[src/rtl/iir_df2_pkg.sv]
`timescale 1ns / 1ps

package iir_df2_pkg;

    // delay entries are Q9.23, fixed at 32 bits
    localparam int DELAY_W   = 32;
    // a rounded product never needs more than delay width + 3 integer bits + sign
    localparam int RND_W     = DELAY_W + 4;
    // accumulators hold a sample plus up to three rounded products
    localparam int ACC_W     = RND_W + 4;
    localparam int CFG_IDX_W = 3;
    localparam int ORDER_W   = 2;

    typedef enum logic [CFG_IDX_W-1:0] {
        CFG_ORDER = 3'd0,
        CFG_FB1   = 3'd1,
        CFG_FB2   = 3'd2,
        CFG_FF0   = 3'd3,
        CFG_FF1   = 3'd4,
        CFG_FF2   = 3'd5
    } t_cfg_idx;

    typedef enum logic {
        A_D0 = 1'b0,
        A_D1 = 1'b1
    } t_a_sel;

    typedef enum logic [2:0] {
        B_FB1 = 3'd0,
        B_FB2 = 3'd1,
        B_FF0 = 3'd2,
        B_FF1 = 3'd3,
        B_FF2 = 3'd4
    } t_b_sel;

    typedef enum logic [1:0] {
        TGT_NONE = 2'd0,
        TGT_V    = 2'd1,
        TGT_Y    = 2'd2
    } t_tgt;

    typedef struct packed {
        logic   load;
        t_a_sel a_sel;
        t_b_sel b_sel;
        t_tgt   tgt;
        logic   commit;
        logic   shift;
        logic   out_load;
    } t_dp_cmd;

endpackage

[src/rtl/iir_direct_form_two_filter_top.sv]
// order 2 steps through fb1, ff1, fb2, ff2, satv, ff0, drain and out; order 1 skips fb2 and ff2,
//   order 0 goes straight to satv; one shared multiplier does every
//   product, one per cycle, followed by a round/accumulate cycle
// a finished result sits in an output register so the next sample can be taken meanwhile
// reset (synchronous, active low) clears the delay line, sets order 2, ff0 = 1.0, others 0
`timescale 1ns / 1ps

module iir_direct_form_two_filter_top #(
    parameter int MAX_ORDER   = 2,
    parameter int SAMPLE_BITS = 24,
    parameter int COEF_BITS   = 27
) (
    input  logic                                  i_clk,
    input  logic                                  i_rst_n,
    input  logic                                  i_in_valid,
    output logic                                  o_in_stall,
    input  logic signed [SAMPLE_BITS-1:0]         i_sample_in,
    output logic                                  o_out_valid,
    input  logic                                  i_out_stall,
    output logic signed [SAMPLE_BITS-1:0]         o_sample_out,
    input  logic                                  i_cfg_valid,
    output logic                                  o_cfg_ready,
    input  logic [iir_df2_pkg::CFG_IDX_W-1:0]     i_cfg_index,
    input  logic [COEF_BITS-1:0]                  i_cfg_data
);
    import iir_df2_pkg::*;

    localparam int NTAPS = (MAX_ORDER > 2) ? 2 : MAX_ORDER;
    localparam int FRAC  = COEF_BITS - 3;

    logic [ORDER_W-1:0]          r_order;
    logic signed [COEF_BITS-1:0] r_fb1, r_fb2, r_ff0, r_ff1, r_ff2;
    logic [ORDER_W-1:0]          w_order_eff;
    t_dp_cmd                     w_cmd;

    assign o_cfg_ready = 1'b1;

    always_ff @(posedge i_clk) begin
        if (!i_rst_n) begin
            r_order <= ORDER_W'(2);
            r_fb1   <= '0;
            r_fb2   <= '0;
            r_ff0   <= {{(COEF_BITS - FRAC - 1){1'b0}}, 1'b1, {FRAC{1'b0}}};
            r_ff1   <= '0;
            r_ff2   <= '0;
        end else if (i_cfg_valid && o_cfg_ready) begin
            case (i_cfg_index)
                CFG_ORDER: r_order <= i_cfg_data[ORDER_W-1:0];
                CFG_FB1:   r_fb1   <= i_cfg_data;
                CFG_FB2:   r_fb2   <= i_cfg_data;
                CFG_FF0:   r_ff0   <= i_cfg_data;
                CFG_FF1:   r_ff1   <= i_cfg_data;
                CFG_FF2:   r_ff2   <= i_cfg_data;
                default: begin
                end
            endcase
        end
    end

    assign w_order_eff = (r_order > ORDER_W'(NTAPS)) ? ORDER_W'(NTAPS) : r_order;

    iir_df2_ctrl #(
        .MAX_ORDER (MAX_ORDER)
    ) u_ctrl (
        .i_clk       (i_clk),
        .i_rst_n     (i_rst_n),
        .i_in_valid  (i_in_valid),
        .o_in_stall  (o_in_stall),
        .i_out_stall (i_out_stall),
        .o_out_valid (o_out_valid),
        .i_order     (w_order_eff),
        .o_cmd       (w_cmd)
    );

    iir_df2_datapath #(
        .SAMPLE_BITS (SAMPLE_BITS),
        .COEF_BITS   (COEF_BITS)
    ) u_datapath (
        .i_clk        (i_clk),
        .i_rst_n      (i_rst_n),
        .i_cmd        (w_cmd),
        .i_sample_in  (i_sample_in),
        .i_fb1        (r_fb1),
        .i_fb2        (r_fb2),
        .i_ff0        (r_ff0),
        .i_ff1        (r_ff1),
        .i_ff2        (r_ff2),
        .o_sample_out (o_sample_out)
    );

    // an accepted sample puts the controller to work
    a_accept_busy : assert property (@(posedge i_clk) disable iff (!i_rst_n)
        (i_in_valid && !o_in_stall) |=> o_in_stall)
        else $error("controller did not leave idle after input transaction");

    // a new result only appears while a sample was being processed
    a_result_from_work : assert property (@(posedge i_clk) disable iff (!i_rst_n)
        $rose(o_out_valid) |-> $past(o_in_stall))
        else $error("result valid without a sample in flight");

    // the delay line is committed at most once per accepted sample
    a_single_commit : assert property (@(posedge i_clk) disable iff (!i_rst_n)
        w_cmd.commit |=> !w_cmd.commit)
        else $error("delay line committed twice in a row");

endmodule

[src/rtl/iir_df2_ctrl.sv]
`timescale 1ns / 1ps

module iir_df2_ctrl #(
    parameter int MAX_ORDER = 2
) (
    input  logic                                i_clk,
    input  logic                                i_rst_n,
    input  logic                                i_in_valid,
    output logic                                o_in_stall,
    input  logic                                i_out_stall,
    output logic                                o_out_valid,
    input  logic [iir_df2_pkg::ORDER_W-1:0]     i_order,
    output iir_df2_pkg::t_dp_cmd                o_cmd
);
    import iir_df2_pkg::*;

    localparam bit SHIFT_OK = (MAX_ORDER >= 2);

    typedef enum logic [3:0] {
        S_IDLE,
        S_FB1,
        S_FF1,
        S_FB2,
        S_FF2,
        S_SATV,
        S_FF0,
        S_DRAIN,
        S_OUT
    } t_state;

    t_state r_state, n_state;
    logic   r_out_valid, n_out_valid;
    logic   w_out_free;

    assign w_out_free  = !r_out_valid || !i_out_stall;
    assign o_in_stall  = (r_state != S_IDLE);
    assign o_out_valid = r_out_valid;

    always_comb begin
        n_state     = r_state;
        n_out_valid = r_out_valid;
        o_cmd       = '{load: 1'b0, a_sel: A_D0, b_sel: B_FF0, tgt: TGT_NONE,
                        commit: 1'b0, shift: 1'b0, out_load: 1'b0};
        if (r_out_valid && !i_out_stall) begin
            n_out_valid = 1'b0;
        end
        case (r_state)
            S_IDLE: begin
                if (i_in_valid) begin
                    o_cmd.load = 1'b1;
                    n_state    = (i_order != '0) ? S_FB1 : S_SATV;
                end
            end
            S_FB1: begin
                o_cmd.a_sel = A_D0;
                o_cmd.b_sel = B_FB1;
                o_cmd.tgt   = TGT_V;
                n_state     = S_FF1;
            end
            S_FF1: begin
                o_cmd.a_sel = A_D0;
                o_cmd.b_sel = B_FF1;
                o_cmd.tgt   = TGT_Y;
                n_state     = (i_order == ORDER_W'(2)) ? S_FB2 : S_SATV;
            end
            S_FB2: begin
                o_cmd.a_sel = A_D1;
                o_cmd.b_sel = B_FB2;
                o_cmd.tgt   = TGT_V;
                n_state     = S_FF2;
            end
            S_FF2: begin
                o_cmd.a_sel = A_D1;
                o_cmd.b_sel = B_FF2;
                o_cmd.tgt   = TGT_Y;
                n_state     = S_SATV;
            end
            S_SATV: begin
                // feedback value is complete: saturate it into the delay line
                o_cmd.commit = 1'b1;
                o_cmd.shift  = SHIFT_OK && (i_order != '0);
                n_state      = S_FF0;
            end
            S_FF0: begin
                // first delay entry now holds the saturated feedback value
                o_cmd.a_sel = A_D0;
                o_cmd.b_sel = B_FF0;
                o_cmd.tgt   = TGT_Y;
                n_state     = S_DRAIN;
            end
            S_DRAIN: begin
                n_state = S_OUT;
            end
            S_OUT: begin
                if (w_out_free) begin
                    o_cmd.out_load = 1'b1;
                    n_out_valid    = 1'b1;
                    n_state        = S_IDLE;
                end
            end
            default: begin
                n_state = S_IDLE;
            end
        endcase
    end

    always_ff @(posedge i_clk) begin
        if (!i_rst_n) begin
            r_state     <= S_IDLE;
            r_out_valid <= 1'b0;
        end else begin
            r_state     <= n_state;
            r_out_valid <= n_out_valid;
        end
    end

endmodule

[src/rtl/iir_df2_datapath.sv]
`timescale 1ns / 1ps

module iir_df2_datapath #(
    parameter int SAMPLE_BITS = 24,
    parameter int COEF_BITS   = 27
) (
    input  logic                          i_clk,
    input  logic                          i_rst_n,
    input  iir_df2_pkg::t_dp_cmd          i_cmd,
    input  logic signed [SAMPLE_BITS-1:0] i_sample_in,
    input  logic signed [COEF_BITS-1:0]   i_fb1,
    input  logic signed [COEF_BITS-1:0]   i_fb2,
    input  logic signed [COEF_BITS-1:0]   i_ff0,
    input  logic signed [COEF_BITS-1:0]   i_ff1,
    input  logic signed [COEF_BITS-1:0]   i_ff2,
    output logic signed [SAMPLE_BITS-1:0] o_sample_out
);
    import iir_df2_pkg::*;

    localparam int FRAC   = COEF_BITS - 3;
    localparam int PROD_W = DELAY_W + COEF_BITS;

    logic signed [DELAY_W-1:0]     r_d0, r_d1;
    logic signed [PROD_W-1:0]      r_prod;
    t_tgt                          r_tgt;
    logic signed [ACC_W-1:0]       r_v, r_y;
    logic signed [SAMPLE_BITS-1:0] r_out;

    logic signed [DELAY_W-1:0]     w_a;
    logic signed [COEF_BITS-1:0]   w_b;
    logic signed [PROD_W:0]        w_rsum;
    logic signed [RND_W-1:0]       w_rnd;
    logic signed [ACC_W-1:0]       w_rnd_ext;
    logic signed [DELAY_W-1:0]     w_v_sat;
    logic signed [SAMPLE_BITS-1:0] w_y_sat;
    logic                          w_v_ovf, w_y_ovf;

    assign w_a = (i_cmd.a_sel == A_D1) ? r_d1 : r_d0;

    always_comb begin
        case (i_cmd.b_sel)
            B_FB1:   w_b = i_fb1;
            B_FB2:   w_b = i_fb2;
            B_FF0:   w_b = i_ff0;
            B_FF1:   w_b = i_ff1;
            B_FF2:   w_b = i_ff2;
            default: w_b = i_ff0;
        endcase
    end

    // round to nearest, ties up: add half an lsb then floor
    assign w_rsum = {r_prod[PROD_W-1], r_prod}
                  + {{(PROD_W + 1 - FRAC){1'b0}}, 1'b1, {(FRAC - 1){1'b0}}};
    assign w_rnd     = w_rsum[PROD_W:FRAC];
    assign w_rnd_ext = {{(ACC_W - RND_W){w_rnd[RND_W-1]}}, w_rnd};

    assign w_v_ovf = (r_v[ACC_W-1:DELAY_W-1] != {(ACC_W - DELAY_W + 1){r_v[ACC_W-1]}});
    assign w_v_sat = w_v_ovf ? (r_v[ACC_W-1] ? {1'b1, {(DELAY_W - 1){1'b0}}}
                                             : {1'b0, {(DELAY_W - 1){1'b1}}})
                             : r_v[DELAY_W-1:0];

    assign w_y_ovf = (r_y[ACC_W-1:SAMPLE_BITS-1]
                      != {(ACC_W - SAMPLE_BITS + 1){r_y[ACC_W-1]}});
    assign w_y_sat = w_y_ovf ? (r_y[ACC_W-1] ? {1'b1, {(SAMPLE_BITS - 1){1'b0}}}
                                             : {1'b0, {(SAMPLE_BITS - 1){1'b1}}})
                             : r_y[SAMPLE_BITS-1:0];

    always_ff @(posedge i_clk) begin
        if (!i_rst_n) begin
            r_d0  <= '0;
            r_d1  <= '0;
            r_tgt <= TGT_NONE;
        end else begin
            r_tgt <= i_cmd.tgt;
            if (i_cmd.commit) begin
                r_d0 <= w_v_sat;
                if (i_cmd.shift) begin
                    r_d1 <= r_d0;
                end
            end
        end
    end

    always_ff @(posedge i_clk) begin
        r_prod <= w_a * w_b;
        if (i_cmd.load) begin
            r_v <= {{(ACC_W - SAMPLE_BITS){i_sample_in[SAMPLE_BITS-1]}}, i_sample_in};
            r_y <= '0;
        end else begin
            if (r_tgt == TGT_V) begin
                r_v <= r_v - w_rnd_ext;
            end
            if (r_tgt == TGT_Y) begin
                r_y <= r_y + w_rnd_ext;
            end
        end
        if (i_cmd.out_load) begin
            r_out <= w_y_sat;
        end
    end

    assign o_sample_out = r_out;

endmodule

[config.mk]
export PLATFORM = sky130hd
export DESIGN_NAME = iir_direct_form_two_filter_top
export DESIGN_NICKNAME = d
export VERILOG_FILES = /design/src/rtl/iir_df2_pkg.sv /design/src/rtl/iir_direct_form_two_filter_top.sv /design/src/rtl/iir_df2_ctrl.sv /design/src/rtl/iir_df2_datapath.sv
export SDC_FILE = /design/constraint.sdc
export NUM_CORES = 2
export LEC_CHECK = 0
export BUFFER_PORTS_ARGS = -buffer_cell sky130_fd_sc_hd__buf_2
export CAP_MARGIN = 0
export CORE_UTILIZATION = 50
export DETAILED_ROUTE_END_ITERATION = 12
export PLACE_DENSITY = 0.71
export SKIP_CTS_REPAIR_TIMING = 1
export SLEW_MARGIN = 20
export SYNTH_ARGS = -nofsm -noshare
export SYNTH_HDL_FRONTEND = slang
export SYNTH_HIERARCHICAL = 1
export SYNTH_SLANG_ARGS = --single-unit
[constraint.sdc]
create_clock -name i_clk -period 11.61 [get_ports i_clk]
set_input_delay 0 -clock i_clk [delete_from_list [all_inputs] [get_ports i_clk]]
set_output_delay 0 -clock i_clk [all_outputs]
set_load 0.05 [all_outputs]
After elaboration in Yosys (flattened, before gate mapping). Cells that the tools add are included. Widths: inputs -> output; s select.

Register bits after elaboration: 371. Input port bits: 59. Output and inout port bits: 27.

Equal/unequal tests: 23. Multipliers: 1. Muxes and demuxes: 23. $add $sub $neg: 3. Reduce and logical (&&, ||, !) cells: 18. Magnitude comparators: 1.

Operator list (number): $pmux 27 s4 (1); $mux 32 (3); $mux 40 (2); $add 59x25->60 const B (1); $mul 32x27->59 (1); $mux 24 (2); $add 40x36->40 (1); $sub 40x36->40 (1); $pmux 4 s9 (1); $pmux 6 s5 (1); $eq 4x3->1 const B (4); $ne 16x16->1 (1); $reduce_and 2->1 (8); $eq 3x2->1 const B (3); $eq 3x3->1 const B (3); $eq 4x2->1 const B (2); $mux 4 (2); $ne 8x8->1 (1); $mux 1 (7); $eq 3x1->1 const B (2); $logic_not 3->1 (2); $mux 3 (2); $eq 2x2->1 const B (2); $eq 4x1->1 const B (1); 12 further kinds (15).

Longest topological paths before layout.
Depth in word-level cells: 6. Mapped depth: 38. Depth with buffers taken out: 35.

Cells and area by module. Netlist, hierarchy kept.

Modules (own cells, without submodules): iir_df2_datapath (sequential area each 4764.6 sq um, cells an instance 4888, area an instance 42714.7 sq um, instances 1); iir_direct_form_two_filter_top (sequential area each 2742.6 sq um, cells an instance 483, area an instance 5079.9 sq um, instances 1); iir_df2_ctrl (sequential area each 100.1 sq um, cells an instance 46, area an instance 346.6 sq um, instances 1).

Worst setup path after synthesis. OpenSTA, ideal clock, no wires.

Kind: register to register. From: reg u_ctrl.r_state[1]. To: reg u_datapath.r_prod[58]. Stages on the path, launching flop included: 33. Library setup time: 0.072 ns. Data arrival time: 8.621 ns. Path slack: 2.917 ns. Path through: dfxtp_1 -> nand2b_1 -> nor3_1 -> buf_4 -> clkbuf_1 -> clkbuf_1 -> a211oi_1 -> o31ai_1 -> clkbuf_1 -> nand2_1 -> fa_1 -> inv_1 -> fa_1 -> fa_1 -> ha_1 -> inv_1 -> fa_1 -> inv_1 -> fa_1 -> inv_1 -> fa_1 -> inv_1 -> ha_1 -> a21o_1 -> a21o_1 -> a21oi_1 -> o21ai_0 -> a221o_1 -> a21o_1 -> a21oi_1 -> o21ai_0 -> a31oi_1 -> xnor2_1.

RTL lines: start: declaration (line iir_df2_ctrl.sv:31) `t_state r_state, n_state;`; start signal: assignment (line iir_df2_ctrl.sv:112) `r_state <= n_state;`; end signal: assignment (line iir_df2_datapath.sv:85) `r_prod <= w_a * w_b;`; end: declaration (line iir_df2_datapath.sv:24) `logic signed [PROD_W-1:0] r_prod;`.

==> impl_metrics.ini <==
[run_status]
outcome = finished with violations
violations = hold timing

[cts]
clockRootBuffer = clkbuf_16
cts_sinks = 348
htreeDepth = 2
cts_tree = built
cts_buffer_depth = 3
clk_latency_ps = 600
numCtsBuffers = 41
cts.reportedPaths.clkPinSlew_ps = 60

[global_routing]
grt_pass1_vias = 38095
grt_max_degree = 136
grt_pass1_wl_mm = 214
grt_overflow = 0
antenna_found_initial = 2
gr-usage-all-layers_pct = 28.2

[routing]
wl_per_cell_um = 20.3
drc = 0
drtIter0Drc = 3410
ant_nets = 0
via_per_inst = 5.60
vias = 37747
wirelength_mm = 137
drtPass1Iterations = 5

[synthesis]
yosys.cell_count.top_type = inv_1
yosysTopAreaCellShare_pct = 36.9
synthTopCellsByCount = 1023 x inv_1, 887 x fa_1, 855 x nand2_1
syn_area_um2 = 48100
synth_edf_count = 64
avgSynthCellArea_um2 = 8.89
ys_async_sr_fraction_pct = 0
synthCells = 5417
synth_top_area_cell = fa_1
yosysUniqueCellTypes = 95
synth.area.top_cells = fa_1 37%, dfxtp_1 12%, inv_1 8.0%
ys_warn_count = 6
ys.flop_type = dfxtp_1
synth_seq_cells = 348
seq_area_frac_synth_pct = 15.8
synth_nets = 6605

[finish]
areaGrowthSynthToFinish_pct = 7.98
fill_cells = 8501
fin_util_pct = 54.6
layout-drive-gt1-share_pct = 6.26
fin_nets = 6633
final_cell_area_um2 = 52000

[sta]
finalSetupViolCount = 0
max_clock_freq_mhz = 97.3
whs_ps = -10.6
rsz0062_at_grt = false
setup_tns_ps = 0
slew_viol_final = 0
finalClockSkew_ps = 37.5
hold_viol = 1
finalCritPeriodShare_pct = 88.5
fin_crit_ps = 10280
worstMarginPinSlew_ps = 1220
relSlewSlack_pct = 18.4

[placed_design]
gp_congestion = 0.965
portBuffers = 84
dpl_cell_area_um2 = 49900
dpl.hpwl_mm = 106

[run]
drv_cap = 0

[floorplan]
num_rows = 113
die_h_um = 312
io_pins = 86
fp.dieArea_um2 = 97500
core-area_um2 = 95200
fp.dieW_um = 312
start_util_pct = 50.6

[power]
p_seq_share_pct = 26.0
ir_drop_uv = 103
clockPowerShare_pct = 21.2
powerDensity_nw_per_um2 = 124
total_power_uw = 6450
p_int_uw = 3620
comb_power_share_pct = 52.8
p_leak_uw = 0.0248
switching_share_pct = 43.8
power.switching_uw = 2820

[setup_path]
crit_path_max_incr_delay_ps = 780
cp-startpoint = u_ctrl/r_state[1]
cp_common_cell = fa_1
crit_type = flip-flop to flip-flop
cp_slowest_cell = o21ai_1
end_kind = flip-flop
path_max_fanout = 21
r2r_start = u_ctrl/r_state[1]
critPathRequiredTime_ps = 12080
arrival_ps = 10750
crit_path_start_kind = flip-flop
rr_worst_depth = 31
r2r_slack_ps = 1330
regToRegEndpoint = u_datapath/r_prod[40]

[hold_path]
hold_depth = 3
whs_endpoint = r_fb1[22]
min_path_type = input pin to flip-flop
worstHoldStart = i_rst_n
-- placed cells by master, fill, tap and decap left out, drive strengths merged, types with 19 or more instances in the layout --
| cell | count |
|---|---|
| a31oi | 19 |
| and3 | 21 |
| buf | 173 |
| nand3 | 36 |
| a211oi | 19 |
| nand2 | 855 |
| a21boi | 45 |
| a21o | 74 |
| o21ai | 172 |
| xor2 | 50 |
| dlygate4sd3 | 58 |
| clkbuf | 61 |
| dfxtp | 284 |
| mux2 | 36 |
| nand4 | 24 |
| mux2i | 204 |
| ha | 242 |
| nor3 | 27 |
| a21oi | 196 |
| fa | 887 |
| inv | 1027 |
| nor2b | 39 |
| xnor2 | 93 |
| nor2 | 480 |
| and2 | 30 |
| o21bai | 23 |
| nand2b | 26 |
| edfxtp | 64 |
-- power groups by stage --
stage	Sequential, uW	Combinational (uW)	Clock, uW
6_report	1680	3400	1370
4_1_cts	1670	3330	1390
2_1_floorplan	1630	2470	0
3_5_place_dp	1700	3310	0
3_3_place_gp	1700	3260	0
5_1_grt	1700	3750	1450
-- cells by family (layout without fill, tap and decap cells) --
| logic type | count (synthesis) | count (layout) | synth area share, % |
|---|---|---|---|
| XOR/XNOR | 143 | 143 | 2.60 |
| flip-flops | 348 | 348 | 15.8 |
| adder cells (fa/ha/maj) | 1129 | 1129 | 43.2 |
| AO/OA/AOI/OAI | 694 | 694 | 9.30 |
| AND/OR/NAND/NOR | 1591 | 1591 | 13.8 |
| other | 1 | 2 | 0.00779 |
| multiplexers | 240 | 240 | 5.10 |
| buffers and inverters | 1271 | 1332 | 10.2 |
-- layer usage --
layer | routed length (um) | up-vias | GRT usage, %
li1 | - | 16848 | -
met1 | 55300 | 18696 | 38.0
met2 | 61400 | 1837 | 44.1
met3 | 13600 | 364 | 6.28
met4 | 6250 | 2 | 11.3
met5 | 31 | - | 0
-- how the worst max path moves through the flow --
stage	endpoint	slack [ps]	depth (start not counted)
2_1_floorplan	u_datapath/r_prod[58]	2920	32
3_3_place_gp	u_datapath/r_prod[40]	1510	29
3_5_place_dp	u_datapath/r_prod[40]	1510	31
4_1_cts	u_datapath/r_prod[40]	1540	31
5_1_grt	u_datapath/r_prod[40]	820	30
6_report	u_datapath/r_prod[40]	1330	31
-- worst max-delay path: cells and delay by family (launching register included) --
family | cells | cell delay [ps]
adders and majority gates | 8 | 3240
xor gates and xnor gates | 1 | 160
and+or+nand+nor | 8 | 2140
DFF | 1 | 470
buffers and inverters | 6 | 1000
AOI/OAI and AO/OA | 8 | 3140
-- final cells by class --
class                      count  area [um2]  area share [%]
multi-input combinational   3798       35800            68.9
antenna                        1        2.50         0.00481
inverter                    1025        3850            7.40
tap                         1265        1580            3.04
clock inverter                15         224           0.431
sequential                   348        7610            14.6
clock buffer                  61        1210            2.34
timing repair buffer         231        1680            3.22
-- state kept, by name (all words and copies together), names as in the netlist, 32 cells and up --
| name | flops |
|---|---|
| u_datapath/r_v | 40 |
| u_datapath/r_y | 40 |
| u_datapath/r_prod | 36 |
| u_datapath/r_d0 | 32 |
| u_datapath/r_d1 | 32 |
-- stage by stage --
step / hold WS [ps] / setup WS [ps] / cells
global route: 77.1 / 820 / 6743
global placement: 312 / 1510 / 6608
CTS: -309 / 1540 / 6684
floorplan: 126 / 2920 / 5417
detailed placement: 310 / 1510 / 6608
finish: -10.6 / 1330 / 6744
Note: power is estimated with default switching activity, not from simulation.
